File: src/design/assert_macros.svh
// assertion macros used by the wheel power limiter top level
`ifndef ASSERT_MACROS_SVH
`define ASSERT_MACROS_SVH
`ifndef SYNTH
`define WPL_ASSERT(label, prop) \
  label: assert property (@(posedge clk) disable iff (rst) prop) \
    else $error("wheel power limiter assertion failed");
`define WPL_ASSERT_NEXT(label, cond, expect_next) \
  label: assert property (@(posedge clk) disable iff (rst) (cond) |=> (expect_next)) \
    else $error("wheel power limiter assertion failed");
`else
`define WPL_ASSERT(label, prop)
`define WPL_ASSERT_NEXT(label, cond, expect_next)
`endif
`endif

File: src/design/wpl_pkg.sv
// shared constants, types and helpers for the wheel power limiter
`default_nettype none
package wpl_pkg;
  localparam int WHEELS    = 4;
  localparam int FRAC_BITS = 16;
  localparam int VAL_W     = 64 - FRAC_BITS;
  localparam int SUM_W     = VAL_W + 4;
  localparam int TQ_W      = 24;
  localparam int SPD_W     = 16;
  localparam int K_W       = 24;
  localparam int LIM_W     = 10;
  localparam int BOOST_W   = 26;
  localparam int ENERGY_W  = 16;
  localparam int ADDR_W    = 5;
  localparam int DATA_W    = 32;
  localparam int MUL_CHUNK = 8;
  localparam int MUL_STEPS = (VAL_W + MUL_CHUNK - 1) / MUL_CHUNK;
  localparam int MB_W      = MUL_STEPS * MUL_CHUNK;
  localparam int DIV_N     = 64;
  localparam int DIV_D     = VAL_W;
  localparam int SQ_IN     = 64;
  localparam int SQ_OUT    = 32;
  localparam int LANE_IW   = (WHEELS > 1) ? $clog2(WHEELS) : 1;
  localparam int TOT_W     = VAL_W + LANE_IW + 1;

  localparam logic [LIM_W-1:0]    LIM_THRESH = LIM_W'(90);
  localparam int                  LIM_MARGIN = 5;
  localparam logic [ENERGY_W-1:0] ENERGY_SET = ENERGY_W'(6);
  localparam logic [ENERGY_W-1:0] ENERGY_CLR = ENERGY_W'(10);

  localparam logic [K_W-1:0]     K1_RESET    = K_W'(65536);
  localparam logic [K_W-1:0]     GAIN_RESET  = K_W'(65536);
  localparam logic [LIM_W-1:0]   LIMIT_RESET = LIM_W'(60);

  typedef logic signed [VAL_W-1:0] val_t;
  typedef logic signed [SUM_W-1:0] wide_t;

  localparam wide_t QMAX_WIDE = wide_t'((64'sd1 <<< (VAL_W - 1)) - 64'sd1);
  localparam val_t  QMAX      = val_t'(QMAX_WIDE);

  localparam logic [DIV_N-1:0] TQ_POS_LIM = DIV_N'((64'd1 << (TQ_W - 1)) - 64'd1);
  localparam logic [DIV_N-1:0] TQ_NEG_LIM = DIV_N'(64'd1 << (TQ_W - 1));
  localparam logic signed [TQ_W-1:0] TQ_MAX_S = TQ_W'((64'd1 << (TQ_W - 1)) - 64'd1);
  localparam logic signed [TQ_W-1:0] TQ_MIN_S = TQ_W'(64'd1 << (TQ_W - 1));

  typedef enum logic [2:0] {
    REG_K1     = 3'd0,
    REG_K2     = 3'd1,
    REG_CST    = 3'd2,
    REG_LIMIT  = 3'd3,
    REG_BOOST  = 3'd4,
    REG_CAP_EN = 3'd5,
    REG_GAIN   = 3'd6
  } reg_idx_t;

  typedef enum logic [2:0] {
    OP_TW, OP_K1T, OP_K1TT, OP_K2W, OP_K2WW, OP_PS, OP_BB, OP_K1C
  } op_t;

  typedef enum logic [3:0] {
    L_IDLE, L_W, L_GO, L_MW, L_CST, L_WAIT, L_C1, L_C2, L_D, L_SQ, L_NUM, L_DIV
  } lane_state_t;

  typedef enum logic [2:0] {
    T_IDLE, T_P1, T_SUM, T_CMP, T_DIV, T_GO2, T_P2, T_OUT
  } top_state_t;

  typedef struct packed {
    logic [K_W-1:0] k1;
    logic [K_W-1:0] k2;
    logic [K_W-1:0] cst;
    logic [K_W-1:0] gain;
  } lane_cfg_t;

  typedef struct packed {
    logic start1;
    logic start2;
    logic rescale;
    val_t scale;
  } lane_ctl_t;

  typedef struct packed {
    logic p1_done;
    logic p2_done;
  } lane_stat_t;

  function automatic val_t clampq(wide_t v);
    if (v > QMAX_WIDE) return QMAX;
    if (v < -QMAX_WIDE) return -QMAX;
    return val_t'(v);
  endfunction
endpackage
`default_nettype wire

File: src/design/wpl_div.sv
// restoring unsigned divider, one quotient bit per cycle
`default_nettype none
module wpl_div import wpl_pkg::*; (
  input  logic             clk,
  input  logic             rst,
  input  logic             start,
  input  logic [DIV_N-1:0] num,
  input  logic [DIV_D-1:0] den,
  output logic             done,
  output logic [DIV_N-1:0] quo
);
  localparam int CNT_W = $clog2(DIV_N + 1);

  logic [DIV_D-1:0] rem;
  logic [DIV_D-1:0] den_r;
  logic [DIV_N-1:0] nreg;
  logic [DIV_D:0]   trial;
  logic             fits;
  logic [CNT_W-1:0] cnt;
  logic             busy;

  assign trial = {rem, nreg[DIV_N-1]};
  assign fits  = trial >= {1'b0, den_r};
  assign quo   = nreg;

  always_ff @(posedge clk) begin
    if (rst) begin
      busy <= 1'b0;
      done <= 1'b0;
      cnt  <= '0;
    end else begin
      done <= 1'b0;
      if (start) begin
        busy <= 1'b1;
        cnt  <= CNT_W'(DIV_N);
      end else if (busy) begin
        cnt <= cnt - 1'b1;
        if (cnt == CNT_W'(1)) begin
          busy <= 1'b0;
          done <= 1'b1;
        end
      end
    end
  end

  // quotient bits shift in where dividend bits leave
  always_ff @(posedge clk) begin
    if (start) begin
      rem   <= '0;
      den_r <= den;
      nreg  <= num;
    end else if (busy) begin
      rem  <= fits ? DIV_D'(trial - {1'b0, den_r}) : DIV_D'(trial);
      nreg <= {nreg[DIV_N-2:0], fits};
    end
  end
endmodule
`default_nettype wire

File: config.mk
export PLATFORM = sky130hd
export DESIGN_NAME = wpl_div
export DESIGN_NICKNAME = d
export VERILOG_FILES = /design/src/design/assert_macros.svh /design/src/design/wpl_pkg.sv /design/src/design/wpl_div.sv
export SDC_FILE = /design/constraint.sdc
export NUM_CORES = 1
export LEC_CHECK = 0
export BUFFER_PORTS_ARGS = -buffer_cell sky130_fd_sc_hd__buf_2
export CAP_MARGIN = 10
export CORE_MARGIN = 10
export CORE_UTILIZATION = 45
export DETAILED_ROUTE_END_ITERATION = 7
export PLACE_DENSITY = 0.77
export SETUP_SLACK_MARGIN = 0.05
export SLEW_MARGIN = 20
export SYNTH_ARGS = -nofsm -noshare
export SYNTH_HDL_FRONTEND = slang
export SYNTH_SLANG_ARGS = --single-unit
File: constraint.sdc
create_clock -name clk -period 2.9 [get_ports clk]
set_clock_uncertainty 0.2 [all_clocks]
set_input_delay 0.58 -clock clk [delete_from_list [all_inputs] [get_ports clk]]
set_output_delay 0.58 -clock clk [all_outputs]
set_load 0.02 [all_outputs]
# ---- Word-level counts from Yosys, hierarchy flattened
# Index checks and enable logic that the tools add are counted.
# Widths: inputs -> output; s select.
dict set report word_totals {
  inputBits 115
  word_cells 24
  regBits 169
}
dict set report classes {
  n_lt_le_gt_ge 1
  n_reduce_logical 3
  mux 9
  bitwise 1
  eq_ne 1
  n_addsub 2
}
# operator count
set ops {}
lappend ops {{$mux 64} 2}
lappend ops {{$ge 49x48->1} 1}
lappend ops {{$mux 48} 1}
lappend ops {{$sub 48x48->48} 1}
lappend ops {{$mux 7} 2}
lappend ops {{$eq 7x1->1 const B} 1}
lappend ops {{$sub 7x1->7 const B} 1}
lappend ops {{$mux 1} 4}
lappend ops {{$reduce_or 3->1} 1}
lappend ops {{$reduce_bool 2->1} 1}
lappend ops {{$reduce_or 2->1} 1}
lappend ops {{$not 1->1} 1}

# ---- Logic depth before layout (Yosys ltp)
dict set report logic_depth {
  ltp_word 4
  mapped_depth 15
}

# ---- Worst setup path after synthesis
# Ideal clock, no wire load.
dict set report synth_timing {
  path_type {in2reg}
  from {input port start}
  to {register nreg[0] (netlist: quo[0]) (enable)}
  t_arrival_ns 2.473
  setup_ns 0.418
  slack_ns -0.191
  stages 4
  t_required_ns 2.282
  cell_sequence {clkbuf_1 clkbuf_1 nor2_1 inv_1}
}
dict set report synth_via {
  elab_chain_len 1
}
# element line_no
set synth_rtl {}
lappend synth_rtl {{start, declared} wpl_div.sv:6} ;# input logic start,
lappend synth_rtl {{$reduce_bool 2->1 (no source line)} --}
lappend synth_rtl {{end signal, assigned} wpl_div.sv:51} ;# nreg <= num;
lappend synth_rtl {{end signal, assigned} wpl_div.sv:54} ;# nreg <= {nreg[DIV_N-2:0], fits};
lappend synth_rtl {{end, declared} wpl_div.sv:16} ;# logic [DIV_N-1:0] nreg;
# No other way between the ends.
# A chain may end at the register's enable or synchronous reset.

# ---- Worst setup path in the final report
dict set report layout_timing {
  from {register den_r[1]}
  to {register rem[25]}
}
dict set report layout_via {
  elab_chain_len 2
}
# element line_no
set layout_rtl {}
lappend layout_rtl {{start, declared} wpl_div.sv:15} ;# logic [DIV_D-1:0] den_r;
lappend layout_rtl {{start signal, assigned} wpl_div.sv:50} ;# den_r <= den;
lappend layout_rtl {{$sub 48x48->48 or $ge 49x48->1 (tied branches)} {wpl_div.sv:53, wpl_div.sv:23}}
lappend layout_rtl {{$mux 48 *} wpl_div.sv:53} ;# rem <= fits ? DIV_D'(trial - {1'b0, den_r}) : DIV_D'(trial);
lappend layout_rtl {{end signal, assigned} wpl_div.sv:53}
lappend layout_rtl {{end, declared} wpl_div.sv:14} ;# logic [DIV_D-1:0] rem;
# Every way passes the cells marked *; elsewhere a longest branch is shown, timed or not.

==> flow_summary.json <==
{
  "rows": 53,
  "power.density_nw_per_um2": 575.4,
  "ir_worst_vdd_v": 0.0004112,
  "p_total_mw": 7.820,
  "routed_wl_mm": 28.15,
  "met1_length_mm": 10.99,
  "wl_met2_mm": 14.05,
  "critPathArrivalTime_ns": 3.35,
  "worst_pin_slew_ns": 0.6255,
  "syn_nets": 1086,
  "syn_avg_cell_area_sq_um": 10.36,
  "clock_sinks": 169,
  "slew_viol_final": 0,
  "synth.distinct_cells": 75,
  "slew_headroom": 0.5825,
  "place_congestion": 0.9474,
  "layout.cells.non_filler": 1565,
  "startpoint": "den_r[1]$_DFFE_PP_",
  "r2r_start": "den_r[1]$_DFFE_PP_",
  "route.met3.wl_mm": 2.435,
  "final-setup-viol-count": 49,
  "firstDrtPassIters": 5,
  "routed.top_layer": "met5",
  "dieHeight_um": 165.5,
  "hold_viol": 0,
  "via_per_inst": 5.398,
  "holdCritPathClass": "input pin to flop",
  "start_util": 0.4549,
  "globalRouteOverflowTotal": 0,
  "worst_slack_ns": -0.2956,
  "path_max_fanout": 4,
  "drive_gt1_frac": 0.4686,
  "cp-start-kind": "flop",
  "clock_latency_ns": 0.45,
  "place_inst": 1503,
  "fin_crit_sh": 1.102,
  "synthCells": 920,
  "clk_pin_slew_worst_paths_ns": 0.09,
  "ctsHoldBuffers": 0,
  "async_reset_ff_frac": 0,
  "finalCriticalPeriod_ns": 3.196,
  "cts_tree": "done",
  "n_fill_cell": 1591,
  "cts.path.max_buffers": 2,
  "crit_type": "flop to flop",
  "yosysWarnings": 0,
  "drc": 0,
  "synth_edf_count": 112,
  "core_sq_um": 20960,
  "maxCapViolations": 0,
  "synth_seq_cells": 169,
  "status": "finished with violations",
  "crit_required_ns": 3.06,
  "vias": 8448,
  "numCtsBuffers": 17,
  "layout.nets": 1442,
  "avgRoutedWirePerCell_um": 17.99,
  "grt_usage": 0.1978,
  "die_area_sq_um": 27410,
  "fmax_mhz": 312.9,
  "cts_root_buf": "clkbuf_16",
  "grt_first_pass_wirelength_mm": 43.53,
  "io_buffers": 179,
  "drt-initial-drc-count": 504,
  "grt_pass1_vias": 8768,
  "layout_common_cells": "178 x buf_2, 178 x buf_4, 112 x edfxtp_1",
  "finalCoreUtilization": 0.6486,
  "io_pins": 180,
  "area_delta_synth_final_pct": 42.56,
  "end_kind": "flop",
  "final_area_sq_um": 13590,
  "fin_hold_ws_ns": 0.1014,
  "synth_top_flop_cell": "edfxtp_1",
  "dp_hpwl_mm": 19.75,
  "leakage_nw": 5.843,
  "place_area_sq_um": 12000,
  "die_x_um": 165.5,
  "violations": "setup timing",
  "rsz0062_at_grt": "true",
  "synthesis.area_sq_um": 9533,
  "cts_max_level": 4,
  "antenna_found_initial": 3,
  "drt.antenna.violating_nets": 0,
  "min_from": "den[2]",
  "grt_max_degree": 100,
  "seq_area_frac_synth": 0.4725
}
-- metal layers --
metal	track usage	vias up
li1	-	4061
met1	0.2189	4047
met2	0.3381	285
met3	0.07883	53
met4	0.06864	2
met5	0	-
-- cells in the mapped netlist, drive strengths merged (2+ instances only) --
| library cell | instances | area share |
|---|---|---|
| edfxtp | 112 | 0.35 |
| nor2 | 82 | 0.033 |
| nand2 | 71 | 0.028 |
| a21oi | 69 | 0.037 |
| inv | 66 | 0.026 |
| mux2 | 66 | 0.078 |
| dfxtp | 57 | 0.12 |
| ha | 50 | 0.066 |
| o21ai | 47 | 0.025 |
| xnor2 | 33 | 0.030 |
| clkbuf | 32 | 0.013 |
| o211ai | 23 | 0.018 |
| a211oi | 22 | 0.017 |
| nor3 | 16 | 0.0089 |
| mux2i | 15 | 0.016 |
| buf | 14 | 0.012 |
| nand4 | 12 | 0.0079 |
| o21a | 11 | 0.0087 |
| a21o | 10 | 0.0079 |
| xor2 | 10 | 0.0092 |
| o21bai | 9 | 0.0071 |
| a31oi | 8 | 0.0053 |
| nand3 | 8 | 0.0042 |
| and3 | 7 | 0.0046 |
| nor2b | 7 | 0.0046 |
| nand2b | 6 | 0.0039 |
| or3 | 5 | 0.0038 |
| a22oi | 4 | 0.0032 |
| a21boi | 3 | 0.0032 |
| nor3b | 3 | 0.0024 |
| o31a | 3 | 0.0028 |
| o31ai | 3 | 0.0043 |
| a211o | 2 | 0.0020 |
| a311oi | 2 | 0.0032 |
| a41o | 2 | 0.0021 |
| and2 | 2 | 0.0013 |
| nor4 | 2 | 0.0013 |
| o2111ai | 2 | 0.0037 |
| o221ai | 2 | 0.0018 |
| or4 | 2 | 0.0020 |
-- where the power goes --
group	internal, mW	total (mW)	switching [mW]
sequential	2.81	2.94	0.124
combinational	1.20	2.45	1.25
clock	1.22	2.43	1.22
-- metrics by stage --
step                TNS, ns  setup slack (ns)
detailed placement   -7.705           -0.2652
CTS                  -8.365           -0.2565
global route         -12.62           -0.4194
finish               -7.009           -0.2956
floorplan           -0.2344          -0.06942
global placement     -5.933           -0.2124
-- final timing paths --
| check | slack (ns) | cells after the start | end |
|---|---|---|---|
| setup / recovery | -0.30 | 12 | rem[25]$_SDFFE_PP0P_ |
| hold / removal | 0.10 | 1 | den_r[2]$_DFFE_PP_ |
| setup reg to reg | -0.30 | 12 | rem[25]$_SDFFE_PP0P_ |
| hold reg to reg | 0.31 | 2 | rem[36]$_SDFFE_PP0P_ |
-- registers in the layout (all words and copies together), names as in the netlist --
register,flops
den_r,48
cnt,7
done,1
busy,1
rem,48
quo,64
-- critical path, cell delays in order, from the launching register on --
cell	delay (ns)
edfxtp_1	0.38
inv_2	0.06
ha_4	0.26
nor2b_4	0.14
o31a_1	0.21
o2111ai_4	0.17
a211o_4	0.37
a21oi_4	0.16
o31ai_4	0.11
buf_4	0.16
buf_6	0.11
or4_4	0.51
a311oi_2	0.26
-- logic make-up after synthesis --
kind of cell | synth area share
compound gates | 0.1630
xor+xnor | 0.03951
fa+ha+maj | 0.06773
buf+inv | 0.05197
simple gates | 0.1116
mux | 0.09371
flops | 0.4725
-- final cells by class --
type                    count  area, sq um  area share
repair buffers            384         2645      0.1946
clock buffers              17        425.4     0.03130
well taps                 275        344.1     0.02532
flip-flops and latches    169         4507      0.3316
inverters                  66        259.0     0.01906
diodes                      1        2.502   0.0001841
multi-input cells         638         5194      0.3822
clock inverters            15        214.0     0.01574
-- repair_timing --
item,4_1_cts,5_1_grt
pin swaps,53,54
gates resized for setup,77,72
buffers inserted,14,18
endpoints found under the setup margin,49,49
Note: power is estimated with default switching activity, not from simulation.
