### src/design/assert_macros.svh
// assertion macros used by the wheel power limiter top level
`ifndef ASSERT_MACROS_SVH
`define ASSERT_MACROS_SVH
`ifndef SYNTH
`define WPL_ASSERT(label, prop) \
  label: assert property (@(posedge clk) disable iff (rst) prop) \
    else $error("wheel power limiter assertion failed");
`define WPL_ASSERT_NEXT(label, cond, expect_next) \
  label: assert property (@(posedge clk) disable iff (rst) (cond) |=> (expect_next)) \
    else $error("wheel power limiter assertion failed");
`else
`define WPL_ASSERT(label, prop)
`define WPL_ASSERT_NEXT(label, cond, expect_next)
`endif
`endif

### src/design/wpl_pkg.sv
// shared constants, types and helpers for the wheel power limiter
`default_nettype none
package wpl_pkg;
  localparam int WHEELS    = 4;
  localparam int FRAC_BITS = 16;
  localparam int VAL_W     = 64 - FRAC_BITS;
  localparam int SUM_W     = VAL_W + 4;
  localparam int TQ_W      = 24;
  localparam int SPD_W     = 16;
  localparam int K_W       = 24;
  localparam int LIM_W     = 10;
  localparam int BOOST_W   = 26;
  localparam int ENERGY_W  = 16;
  localparam int ADDR_W    = 5;
  localparam int DATA_W    = 32;
  localparam int MUL_CHUNK = 8;
  localparam int MUL_STEPS = (VAL_W + MUL_CHUNK - 1) / MUL_CHUNK;
  localparam int MB_W      = MUL_STEPS * MUL_CHUNK;
  localparam int DIV_N     = 64;
  localparam int DIV_D     = VAL_W;
  localparam int SQ_IN     = 64;
  localparam int SQ_OUT    = 32;
  localparam int LANE_IW   = (WHEELS > 1) ? $clog2(WHEELS) : 1;
  localparam int TOT_W     = VAL_W + LANE_IW + 1;

  localparam logic [LIM_W-1:0]    LIM_THRESH = LIM_W'(90);
  localparam int                  LIM_MARGIN = 5;
  localparam logic [ENERGY_W-1:0] ENERGY_SET = ENERGY_W'(6);
  localparam logic [ENERGY_W-1:0] ENERGY_CLR = ENERGY_W'(10);

  localparam logic [K_W-1:0]     K1_RESET    = K_W'(65536);
  localparam logic [K_W-1:0]     GAIN_RESET  = K_W'(65536);
  localparam logic [LIM_W-1:0]   LIMIT_RESET = LIM_W'(60);

  typedef logic signed [VAL_W-1:0] val_t;
  typedef logic signed [SUM_W-1:0] wide_t;

  localparam wide_t QMAX_WIDE = wide_t'((64'sd1 <<< (VAL_W - 1)) - 64'sd1);
  localparam val_t  QMAX      = val_t'(QMAX_WIDE);

  localparam logic [DIV_N-1:0] TQ_POS_LIM = DIV_N'((64'd1 << (TQ_W - 1)) - 64'd1);
  localparam logic [DIV_N-1:0] TQ_NEG_LIM = DIV_N'(64'd1 << (TQ_W - 1));
  localparam logic signed [TQ_W-1:0] TQ_MAX_S = TQ_W'((64'd1 << (TQ_W - 1)) - 64'd1);
  localparam logic signed [TQ_W-1:0] TQ_MIN_S = TQ_W'(64'd1 << (TQ_W - 1));

  typedef enum logic [2:0] {
    REG_K1     = 3'd0,
    REG_K2     = 3'd1,
    REG_CST    = 3'd2,
    REG_LIMIT  = 3'd3,
    REG_BOOST  = 3'd4,
    REG_CAP_EN = 3'd5,
    REG_GAIN   = 3'd6
  } reg_idx_t;

  typedef enum logic [2:0] {
    OP_TW, OP_K1T, OP_K1TT, OP_K2W, OP_K2WW, OP_PS, OP_BB, OP_K1C
  } op_t;

  typedef enum logic [3:0] {
    L_IDLE, L_W, L_GO, L_MW, L_CST, L_WAIT, L_C1, L_C2, L_D, L_SQ, L_NUM, L_DIV
  } lane_state_t;

  typedef enum logic [2:0] {
    T_IDLE, T_P1, T_SUM, T_CMP, T_DIV, T_GO2, T_P2, T_OUT
  } top_state_t;

  typedef struct packed {
    logic [K_W-1:0] k1;
    logic [K_W-1:0] k2;
    logic [K_W-1:0] cst;
    logic [K_W-1:0] gain;
  } lane_cfg_t;

  typedef struct packed {
    logic start1;
    logic start2;
    logic rescale;
    val_t scale;
  } lane_ctl_t;

  typedef struct packed {
    logic p1_done;
    logic p2_done;
  } lane_stat_t;

  function automatic val_t clampq(wide_t v);
    if (v > QMAX_WIDE) return QMAX;
    if (v < -QMAX_WIDE) return -QMAX;
    return val_t'(v);
  endfunction
endpackage
`default_nettype wire

### src/design/wpl_mul.sv
// sequential saturating fixed-point multiplier, one byte of b per cycle
`default_nettype none
module wpl_mul import wpl_pkg::*; (
  input  logic clk,
  input  logic rst,
  input  logic start,
  input  val_t a,
  input  val_t b,
  output logic done,
  output val_t res
);
  localparam int CNT_W = $clog2(MUL_STEPS + 1);
  localparam logic [2*VAL_W-1:0] QMAX_P = (2*VAL_W)'(QMAX);

  logic [VAL_W-1:0]           a_mag;
  logic [MB_W-1:0]            b_sh;
  logic [2*VAL_W-1:0]         acc;
  logic                       neg;
  logic [CNT_W-1:0]           cnt;
  logic                       busy;
  logic [VAL_W+MUL_CHUNK-1:0] pp;
  logic [2*VAL_W-1:0]         scaled;
  logic [VAL_W-1:0]           mag;

  assign pp     = a_mag * b_sh[MB_W-1 -: MUL_CHUNK];
  assign scaled = acc >> FRAC_BITS;
  assign mag    = (scaled > QMAX_P) ? QMAX_P[VAL_W-1:0] : scaled[VAL_W-1:0];
  assign res    = neg ? -val_t'(mag) : val_t'(mag);

  always_ff @(posedge clk) begin
    if (rst) begin
      busy <= 1'b0;
      done <= 1'b0;
      cnt  <= '0;
    end else begin
      done <= 1'b0;
      if (start) begin
        busy <= 1'b1;
        cnt  <= CNT_W'(MUL_STEPS);
      end else if (busy) begin
        cnt <= cnt - 1'b1;
        if (cnt == CNT_W'(1)) begin
          busy <= 1'b0;
          done <= 1'b1;
        end
      end
    end
  end

  always_ff @(posedge clk) begin
    if (start) begin
      a_mag <= a[VAL_W-1] ? VAL_W'(-a) : VAL_W'(a);
      b_sh  <= MB_W'(b[VAL_W-1] ? VAL_W'(-b) : VAL_W'(b)) << (MB_W - VAL_W);
      neg   <= a[VAL_W-1] ^ b[VAL_W-1];
      acc   <= '0;
    end else if (busy) begin
      acc  <= (acc << MUL_CHUNK) + (2*VAL_W)'(pp);
      b_sh <= b_sh << MUL_CHUNK;
    end
  end
endmodule
`default_nettype wire

### src/design/wpl_div.sv
// restoring unsigned divider, one quotient bit per cycle
`default_nettype none
module wpl_div import wpl_pkg::*; (
  input  logic             clk,
  input  logic             rst,
  input  logic             start,
  input  logic [DIV_N-1:0] num,
  input  logic [DIV_D-1:0] den,
  output logic             done,
  output logic [DIV_N-1:0] quo
);
  localparam int CNT_W = $clog2(DIV_N + 1);

  logic [DIV_D-1:0] rem;
  logic [DIV_D-1:0] den_r;
  logic [DIV_N-1:0] nreg;
  logic [DIV_D:0]   trial;
  logic             fits;
  logic [CNT_W-1:0] cnt;
  logic             busy;

  assign trial = {rem, nreg[DIV_N-1]};
  assign fits  = trial >= {1'b0, den_r};
  assign quo   = nreg;

  always_ff @(posedge clk) begin
    if (rst) begin
      busy <= 1'b0;
      done <= 1'b0;
      cnt  <= '0;
    end else begin
      done <= 1'b0;
      if (start) begin
        busy <= 1'b1;
        cnt  <= CNT_W'(DIV_N);
      end else if (busy) begin
        cnt <= cnt - 1'b1;
        if (cnt == CNT_W'(1)) begin
          busy <= 1'b0;
          done <= 1'b1;
        end
      end
    end
  end

  // quotient bits shift in where dividend bits leave
  always_ff @(posedge clk) begin
    if (start) begin
      rem   <= '0;
      den_r <= den;
      nreg  <= num;
    end else if (busy) begin
      rem  <= fits ? DIV_D'(trial - {1'b0, den_r}) : DIV_D'(trial);
      nreg <= {nreg[DIV_N-2:0], fits};
    end
  end
endmodule
`default_nettype wire

### src/design/wpl_sqrt.sv
// digit-recurrence integer square root, two radicand bits per cycle
`default_nettype none
module wpl_sqrt import wpl_pkg::*; (
  input  logic              clk,
  input  logic              rst,
  input  logic              start,
  input  logic [SQ_IN-1:0]  x,
  output logic              done,
  output logic [SQ_OUT-1:0] root
);
  localparam int CNT_W = $clog2(SQ_OUT + 1);
  localparam int REM_W = SQ_OUT + 2;

  logic [REM_W-1:0]   rem;
  logic [SQ_IN-1:0]   xreg;
  logic [REM_W+1:0]   trial_r;
  logic [REM_W+1:0]   trial_d;
  logic               fits;
  logic [CNT_W-1:0]   cnt;
  logic               busy;

  assign trial_r = {rem, xreg[SQ_IN-1 -: 2]};
  assign trial_d = (REM_W+2)'({root, 2'b01});
  assign fits    = trial_r >= trial_d;

  always_ff @(posedge clk) begin
    if (rst) begin
      busy <= 1'b0;
      done <= 1'b0;
      cnt  <= '0;
    end else begin
      done <= 1'b0;
      if (start) begin
        busy <= 1'b1;
        cnt  <= CNT_W'(SQ_OUT);
      end else if (busy) begin
        cnt <= cnt - 1'b1;
        if (cnt == CNT_W'(1)) begin
          busy <= 1'b0;
          done <= 1'b1;
        end
      end
    end
  end

  always_ff @(posedge clk) begin
    if (start) begin
      rem  <= '0;
      root <= '0;
      xreg <= x;
    end else if (busy) begin
      rem  <= fits ? REM_W'(trial_r - trial_d) : REM_W'(trial_r);
      root <= {root[SQ_OUT-2:0], fits};
      xreg <= xreg << 2;
    end
  end
endmodule
`default_nettype wire

### src/design/wpl_lane.sv
// one wheel: power model, then torque re-solve from the scaled power
`default_nettype none
module wpl_lane import wpl_pkg::*; (
  input  logic                   clk,
  input  logic                   rst,
  input  lane_ctl_t              ctl,
  input  lane_cfg_t              cfg,
  input  logic signed [TQ_W-1:0]  torque,
  input  logic signed [SPD_W-1:0] speed,
  output lane_stat_t             stat,
  output val_t                   power,
  output logic signed [TQ_W-1:0]  result
);
  lane_state_t state, state_next;
  op_t         op, op_next;

  val_t w, acc, tmp, m5;
  val_t t_v, k1_v, k2_v, cst_v;
  val_t mul_a, mul_b, mul_res, d_val, pw_c;
  logic mul_start, mul_done;
  logic sq_start, sq_done, div_start, div_done;
  logic [SQ_OUT-1:0] root;
  logic [DIV_N-1:0]  quo;
  logic signed [SPD_W+K_W:0] wprod;
  logic signed [VAL_W:0]     w_x, root_x, nx;
  logic [VAL_W:0]            num_mag;
  logic                      num_neg;
  logic signed [TQ_W-1:0]    q_sat;

  assign t_v   = val_t'(torque);
  assign k1_v  = val_t'(cfg.k1);
  assign k2_v  = val_t'(cfg.k2);
  assign cst_v = val_t'(cfg.cst);
  assign wprod = speed * $signed({1'b0, cfg.gain});
  assign d_val = clampq(wide_t'(m5) - (wide_t'(tmp) <<< 2));
  assign pw_c  = clampq(wide_t'(acc) + wide_t'(cst_v));

  assign w_x    = (VAL_W+1)'(w);
  assign root_x = (VAL_W+1)'(root);
  // larger root for a forward command, smaller for reverse
  assign nx     = torque[TQ_W-1] ? (-w_x - root_x) : (-w_x + root_x);

  always_comb begin
    if (num_neg) begin
      q_sat = (quo > TQ_NEG_LIM) ? TQ_MIN_S : -$signed(quo[TQ_W-1:0]);
    end else begin
      q_sat = (quo > TQ_POS_LIM) ? TQ_MAX_S : $signed(quo[TQ_W-1:0]);
    end
  end

  always_comb begin
    case (op)
      OP_TW:   begin mul_a = t_v;  mul_b = w;         end
      OP_K1T:  begin mul_a = k1_v; mul_b = t_v;       end
      OP_K1TT: begin mul_a = tmp;  mul_b = t_v;       end
      OP_K2W:  begin mul_a = k2_v; mul_b = w;         end
      OP_K2WW: begin mul_a = tmp;  mul_b = w;         end
      OP_PS:   begin mul_a = acc;  mul_b = ctl.scale; end
      OP_BB:   begin mul_a = w;    mul_b = w;         end
      default: begin mul_a = k1_v; mul_b = tmp;       end
    endcase
  end

  wpl_mul u_mul (
    .clk(clk), .rst(rst), .start(mul_start), .a(mul_a), .b(mul_b),
    .done(mul_done), .res(mul_res)
  );

  wpl_sqrt u_sqrt (
    .clk(clk), .rst(rst), .start(sq_start),
    .x(SQ_IN'({d_val[VAL_W-2:0], {FRAC_BITS{1'b0}}})),
    .done(sq_done), .root(root)
  );

  wpl_div u_div (
    .clk(clk), .rst(rst), .start(div_start),
    .num(DIV_N'({num_mag, {FRAC_BITS{1'b0}}})),
    .den(DIV_D'({cfg.k1, 1'b0})),
    .done(div_done), .quo(quo)
  );

  always_ff @(posedge clk) begin
    if (rst) begin
      state <= L_IDLE;
      op    <= OP_TW;
    end else begin
      state <= state_next;
      op    <= op_next;
    end
  end

  always_comb begin
    state_next = state;
    op_next    = op;
    mul_start  = 1'b0;
    sq_start   = 1'b0;
    div_start  = 1'b0;
    unique case (state)
      L_IDLE: if (ctl.start1) state_next = L_W;
      L_W: begin
        op_next    = OP_TW;
        state_next = L_GO;
      end
      L_GO: begin
        mul_start  = 1'b1;
        state_next = L_MW;
      end
      L_MW: if (mul_done) begin
        unique case (op)
          OP_TW:   begin op_next = OP_K1T;  state_next = L_GO; end
          OP_K1T:  begin op_next = OP_K1TT; state_next = L_GO; end
          OP_K1TT: begin op_next = OP_K2W;  state_next = L_GO; end
          OP_K2W:  begin op_next = OP_K2WW; state_next = L_GO; end
          OP_K2WW: state_next = L_CST;
          OP_PS:   state_next = L_C1;
          OP_BB:   begin op_next = OP_K1C;  state_next = L_GO; end
          default: state_next = L_D;
        endcase
      end
      L_CST: state_next = L_WAIT;
      L_WAIT: if (ctl.start2) begin
        if (ctl.rescale && acc != '0) begin
          op_next    = OP_PS;
          state_next = L_GO;
        end else begin
          state_next = L_IDLE;
        end
      end
      L_C1: state_next = L_C2;
      L_C2: begin
        op_next    = OP_BB;
        state_next = L_GO;
      end
      L_D: begin
        if (d_val[VAL_W-1]) begin
          state_next = L_IDLE;
        end else begin
          sq_start   = 1'b1;
          state_next = L_SQ;
        end
      end
      L_SQ: if (sq_done) state_next = L_NUM;
      L_NUM: begin
        div_start  = 1'b1;
        state_next = L_DIV;
      end
      L_DIV: if (div_done) state_next = L_IDLE;
      default: state_next = L_IDLE;
    endcase
  end

  always_ff @(posedge clk) begin
    case (state)
      L_W: begin
        w      <= clampq(wide_t'(wprod));
        result <= torque;
      end
      L_MW: if (mul_done) begin
        case (op)
          OP_TW:   acc <= mul_res;
          OP_K1TT: acc <= clampq(wide_t'(acc) + wide_t'(mul_res));
          OP_K2WW: begin
            m5  <= mul_res;
            acc <= clampq(wide_t'(acc) + wide_t'(mul_res));
          end
          OP_BB:   m5  <= mul_res;
          default: tmp <= mul_res;
        endcase
      end
      L_CST: acc <= pw_c[VAL_W-1] ? '0 : pw_c;
      L_C1:  tmp <= clampq(wide_t'(m5) - wide_t'(tmp));
      L_C2:  tmp <= clampq(wide_t'(tmp) + wide_t'(cst_v));
      L_SQ: if (sq_done) begin
        num_neg <= nx[VAL_W];
        num_mag <= nx[VAL_W] ? (VAL_W+1)'(-nx) : (VAL_W+1)'(nx);
      end
      L_DIV: if (div_done) result <= q_sat;
      default: ;
    endcase
  end

  assign power        = acc;
  assign stat.p1_done = (state == L_WAIT);
  assign stat.p2_done = (state == L_IDLE);
endmodule
`default_nettype wire

### config.mk
export PLATFORM = sky130hd
export DESIGN_NAME = wpl_lane
export DESIGN_NICKNAME = d
export VERILOG_FILES = /design/src/design/assert_macros.svh /design/src/design/wpl_pkg.sv /design/src/design/wpl_mul.sv /design/src/design/wpl_div.sv /design/src/design/wpl_sqrt.sv /design/src/design/wpl_lane.sv
export SDC_FILE = /design/constraint.sdc
export NUM_CORES = 2
export LEC_CHECK = 0
export BUFFER_PORTS_ARGS = -buffer_cell sky130_fd_sc_hd__buf_2
export CORE_ASPECT_RATIO = 1.25
export CORE_MARGIN = 5
export CORE_UTILIZATION = 60
export CTS_BUF_LIST = sky130_fd_sc_hd__clkbuf_8
export DETAILED_ROUTE_END_ITERATION = 12
export PLACE_DENSITY = 0.85
export SLEW_MARGIN = 20
export SYNTH_ARGS = -nofsm -noshare
export SYNTH_HDL_FRONTEND = slang
export SYNTH_HIERARCHICAL = 1
export SYNTH_SLANG_ARGS = --single-unit
### constraint.sdc
create_clock -name clk -period 7.2 [get_ports clk]
set_clock_uncertainty 0.05 [all_clocks]
set_input_delay 0.72 -clock clk [delete_from_list [all_inputs] [get_ports clk]]
set_output_delay 0.72 -clock clk [all_outputs]
set_load 0.1 [all_outputs]
Word-level counts from Yosys, hierarchy flattened

Index checks and enable logic that the tools add are counted.
W data, S select, Z words.

Add/subtract/negate cells: 19
$mul: 2
Divide/modulo/power cells: 0
$lt $le $gt $ge: 17
Eq/ne operators: 29
Shift operators: 0
Mux-type cells: 127
Bitwise operators: 4
Reduce and logical (&&, ||, !) cells: 31

Operator list:

| cell                   | count |
|---|---|
| $mux W48               | 36 |
| $pmux W48 S3           | 3 |
| $pmux W48 S5           | 1 |
| $gt A49 B48 Y1 const B | 4 |
| $lt A49 B48 Y1 const B | 4 |
| $neg A48 Y48           | 4 |
| $mux W64               | 2 |
| $mux W63               | 2 |
| $add A48 B25 Y49       | 2 |
| $add A96 B56 Y96       | 1 |
| $mux W24               | 4 |
| $pmux W48 S2           | 1 |
| $mux W47               | 2 |
| $gt A80 B47 Y1 const B | 1 |
| $gt A64 B23 Y1 const B | 1 |
| $gt A64 B24 Y1 const B | 1 |
| $mul A48 B8 Y56        | 1 |
| $mux W1                | 53 |
| $gt A51 B48 Y1 const B | 1 |
| $lt A51 B48 Y1 const B | 1 |
| $sub A48 B50 Y51       | 1 |
| $add A48 B48 Y49       | 1 |
| $add A49 B33 Y49       | 1 |
| $ge A49 B25 Y1         | 1 |
| 54 further kinds       | 100 |

Register bits after elaboration: 737
Latch bits: 0
RAM bits: 0
Memory bits (read-only): 0
Input bits: 189
Output and inout bits: 74
Logic and storage cells: 263
Memories kept: 0

Logic depth before layout (Yosys ltp)

Word-level depth: 19
Depth in mapped cells: 32
Depth with buffers taken out: 28

Hierarchy

The synthesis kept the hierarchy.

By module, submodules not included:

| module   | times used | cells each | area an instance (sq um) | seq. area each (sq um) |
|---|---|---|---|---|
| wpl_lane | 1          | 5757       | 45406.0                  | 7887.6 |
| wpl_mul  | 1          | 2978       | 25315.5                  | 4934.7 |
| wpl_div  | 1          | 946        | 9674.3                   | 4504.3 |
| wpl_sqrt | 1          | 757        | 7604.8                   | 3403.3 |

Least setup slack after synthesis

No wires, ideal clock.

Kind: register -> register
From: register u_mul.acc[66]
To: register acc[2] (netlist: power[2]) (data pin)
Setup time: 287 ps
Arrival: 7016 ps
Data required time: 6863 ps
Setup slack: -153 ps
Stages on the path, launching flop included: 33
Buffers on the path: 6
Path through: dfxtp_1 clkbuf_1 nor4_1 nand4_1 or3_1 clkbuf_1 clkbuf_1 clkbuf_1 nor2_1 ha_1 nor3b_1 nand4_1 or3_1 or2_2 nor4_1 o21ai_0 o311ai_0 ha_1 clkbuf_1 a21oi_1 o21ai_0 a2111oi_0 a31oi_1 a2111oi_0 nor4_1 o2111a_1 a211o_1 or2_2 clkbuf_1 a21oi_1 nor2_1 a21oi_1 o21ai_0

Longest elaborated chain between the ends: 16
Elaborated cells on any way between the ends: 31
Those cells by class: add/sub (2); order compare (3); mux (26)

RTL lines:

| element                  | RTL line                         | text |
|---|---|---|
| start: declaration       | wpl_mul.sv:17                    | `logic [2*VAL_W-1:0] acc;` |
| start signal: assignment | wpl_mul.sv:57                    | `acc <= (acc << MUL_CHUNK) + (2*VAL_W)'(pp);` |
| $gt A80 B47 Y1 *         | wpl_mul.sv:27                    | `assign mag = (scaled > QMAX_P) ? QMAX_P[VAL_W-1:0] : scaled[VAL_W-1:0];` |
| $mux W48 *               | wpl_mul.sv:27                    |  |
| $neg A48 Y48             | wpl_mul.sv:28                    | `assign res = neg ? -val_t'(mag) : val_t'(mag);` |
| $mux W48 *               | wpl_mul.sv:28                    |  |
| net mul_res[22]          | wpl_lane.sv:19                   | `val_t mul_a, mul_b, mul_res, d_val, pw_c;` |
| $add A48 B48 Y49 *       | wpl_lane.sv:161, wpl_lane.sv:164 |  |
| $lt A49 B48 Y1           | wpl_pkg.sv:89                    | `if (v < -QMAX_WIDE) return -QMAX;` |
| $mux W1 (2 in a row)     | wpl_pkg.sv:89                    |  |
| $mux W1                  | wpl_lane.sv:159                  | `case (op)` |
| $mux W1                  | wpl_lane.sv:158                  | `L_MW: if (mul_done) begin` |
| $mux W1                  | wpl_lane.sv:153                  | `case (state)` |
| $mux W48                 | wpl_pkg.sv:90                    | `return val_t'(v);` |
| $mux W48                 | wpl_pkg.sv:89                    |  |
| $pmux W48 S3 *           | wpl_lane.sv:159                  |  |
| $mux W48 *               | wpl_lane.sv:158                  |  |
| $pmux W48 S2 *           | wpl_lane.sv:153                  |  |
| end signal: assignment   | wpl_lane.sv:160                  | `OP_TW: acc <= mul_res;` |
| end signal: assignment   | wpl_lane.sv:161                  | `OP_K1TT: acc <= clampq(wide_t'(acc) + wide_t'(mul_res));` |
| end signal: assignment   | wpl_lane.sv:164                  | `acc <= clampq(wide_t'(acc) + wide_t'(mul_res));` |
| end: declaration         | wpl_lane.sv:17                   | `val_t w, acc, tmp, m5;` |

The timed path passes the listed nets; every way through them passes the cells marked *. The select of a mux whose other input is x is not followed.
A chain may end at the register's enable or synchronous reset.

Final worst setup path

From: register u_mul.acc[90]
To: register acc[34] (netlist: power[34]) (data pin)

Same word-level chain as after synthesis.

==> results.cfg <==
[run_status]
run_status = complete, no violations

[floorplan]
die_x_um = 352.5
fp.coreArea_mm2 = 0.1462
die_area_mm2 = 0.1545
initial_utilization_pct = 60.21
die_y_um = 438.2
placementRows = 157
ios = 263

[sta]
finalSetupViolations = 0
hold_viol = 0
layout_min_cycle_time_ns = 7.068
max_freq_mhz = 141.5
max_slew_margin_pct = 11.82
worstMarginPinSlew_ns = 1.306
finalCritPeriodShare_pct = 98.16
report.final.slew_viol_count = 0

[worst_setup_path]
cp_max_fo = 15
cp_slowest_cell = or3_4
arrival_ns = 7.67
crit_path_max_incr_delay_ns = 0.43
cpMostUsedCell = buf_4
crit_family = simple AND/OR/NAND/NOR gates
critPathRequiredTime_ns = 7.80
critPathBufInv = 11
critPathCaptureType = flip-flop
crit_path_start_kind = flip-flop
worstSetupPathType = reg2reg

[pwr]
p_sw_share_pct = 51.50
clkPwrFrac_pct = 9.5
seq_power_share_pct = 14.7
power.internal_w = 0.02246
power_frac_comb_pct = 75.8
power_density_mw_per_mm2 = 473.9
cellLeakagePower_nw = 41.33
p_total_w = 0.04630
p_sw_w = 0.02385
ir_worst_vdd_mv = 0.6834

[clocking]
cts_hold_buf = 0
cts_max_level = 4
cts_buffers = 135
cts_tree = yes
clk_path_buf_depth = 3
path_clk_slew_ns = 0.07
root_buffer = clkbuf_8
clock-sinks = 770
insertion_delay_ns = 0.91

[place]
gp_congestion = 1.101
place_area_mm2 = 0.09404
port_buffers = 262
hpwlAfterDp_um = 272500

[yosys]
syn-instance-count = 10440
synthFlopType = edfxtp_1
ys_types = 117
synth_area_leader_cell = edfxtp_1
synth_top_area_share_pct = 18.12
yosysMostFrequentCell = inv_1
yosys-top-cells-count = inv_1 (1132), nand2_1 (956), nor2_1 (788), a21oi_1 (682), fa_1 (636)
synth_seq_cells = 770
syn_area_per_cell_um2 = 8.431
netlist_area_mm2 = 0.08800
ys_warn_count = 6
synth-seq-area-share_pct = 23.56
synthArstFlopShare_pct = 0
yosys-top-cells-area = edfxtp_1 (18%), fa_1 (14%), ha_1 (7.9%), dfxtp_1 (5.4%), inv_1 (4.8%)
synth-edff-count = 531

[routing]
drt_wl_total_um = 346600
drtPass1Iterations = 8
drt_iter0_drc = 10400
drc = 0
vias = 84980
viasPerCell = 6.571
detail_route.wl_per_cell_um = 26.80
drtAntennaViolNets = 0

[global_routing]
grt_pass1_vias = 83060
grt_usage_pct = 43.30
grt_max_degree = 147
antenna_found_initial = 69
grt-ovfl-total = 0
grt_pass1_wl_um = 507900

[layout]
fin_nets = 12250
syn_to_final_growth_pct = 11.02
largest_register_ffs = 96
drive_above_1_share_pct = 12.34
stdcell_area_mm2 = 0.09770
largest_register = u_mul/acc

[run]
cap_violations = 0

[worst_hold_path]
hold_class = in2reg
-- cells by family (layout without fill, tap and decap cells) --
family,count (synthesis),count (layout),share of synthesized area [%]
compound gates,2641,2641,19.31
xor+xnor,620,620,6.171
fa+ha+maj,1193,1193,22.38
buf+inv,1691,2180,7.358
flops,770,770,23.56
mux,231,231,2.818
other cells,1,99,0.004261
simple gates,3291,3291,18.40
-- stage by stage --
| stage | std cells | TNS (ns) | util [%] | hold WS, ns | worst slack [ns] |
|---|---|---|---|---|---|
| floorplan | 10490 | 0 | - | 0.3819 | 0.02001 |
| global placement | 12630 | -5.436 | 64.34 | 0.3933 | -0.2940 |
| finish | 12930 | 0 | 66.85 | 0.06347 | 0.1322 |
| detailed placement | 12630 | -11.66 | 64.34 | 0.4010 | -0.4287 |
| CTS | 12880 | 0 | 66.34 | 0.008728 | 0.008796 |
| global route | 12900 | -2.743 | 66.79 | 0.01396 | -0.1196 |
-- power by group through the flow --
stage          Sequential (W)  Clock [W]  Combinational [W]
2_1_floorplan         0.00642          0             0.0233
3_3_place_gp          0.00679          0             0.0335
3_5_place_dp          0.00679          0             0.0341
4_1_cts               0.00671    0.00444             0.0343
5_1_grt               0.00678    0.00463             0.0385
6_report              0.00680    0.00441             0.0351
-- routing by layer --
metal | vias to the layer above | GRT usage (%) | share of wire, %
met3 | 1459 | 12.47 | 12
met4 | 44 | 35.23 | 10
met2 | 5220 | 67.56 | 44
met1 | 40810 | 49.69 | 34
li1 | 37460 | - | -
met5 | - | 0 | 0.089
-- cell usage in the layout, fill, tap and decap left out, drive strengths merged, types with 205 or more instances in the layout --
cell type  Yosys  final
a21oi        684    684
xor2         205    205
nor2         789    789
dfxtp        239    239
o21ai        633    633
and2         476    476
ha           556    556
nand2        957    957
buf           76    793
fa           636    636
inv         1135   1179
xnor2        415    415
edfxtp       531    531
-- cell type report --
cell class                 instances  area [µm²]
timing repair buffer             793        5555
inverter                        1138        4274
fill                           12080       48450
clock inverter                    97       740.7
clock buffer                     152        2092
sequential                       770       20750
multi-input combinational       8033       61800
tap                             1908        2387
antenna                           42       105.1
-- worst reg2reg max path: cells and delay by family, from the launching register on --
family / cells / cell delay [ns]
flip-flops: 1 / 0.33
adder cells (fa/ha/maj): 2 / 0.43
buffers and inverters: 11 / 1.78
AND/OR/NAND/NOR: 12 / 2.45
AO/OA/AOI/OAI: 9 / 1.79
-- repair_timing --
action / CTS / global route
gates resized for setup: 15 / 115
buffers inserted: 2 / 15
pin swaps: 2 / 31
setup endpoints to repair: 45 / 91
-- worst paths after layout --
check / slack [ns] / to / cells after the start / start
hold / removal: 0.06 / u_div/den_r[7]$_DFFE_PP_ / 1 / cfg[78]
hold reg to reg: 0.41 / u_mul/acc[0]$_SDFFE_PP0P_ / 2 / u_mul/acc[0]$_SDFFE_PP0P_
setup reg to reg: 0.13 / power[34]$_DFFE_PP_ / 34 / u_mul/acc[90]$_SDFFE_PP0P_
setup / recovery: 0.13 / power[34]$_DFFE_PP_ / 34 / u_mul/acc[90]$_SDFFE_PP0P_
Note: power is estimated with default switching activity, not from simulation.
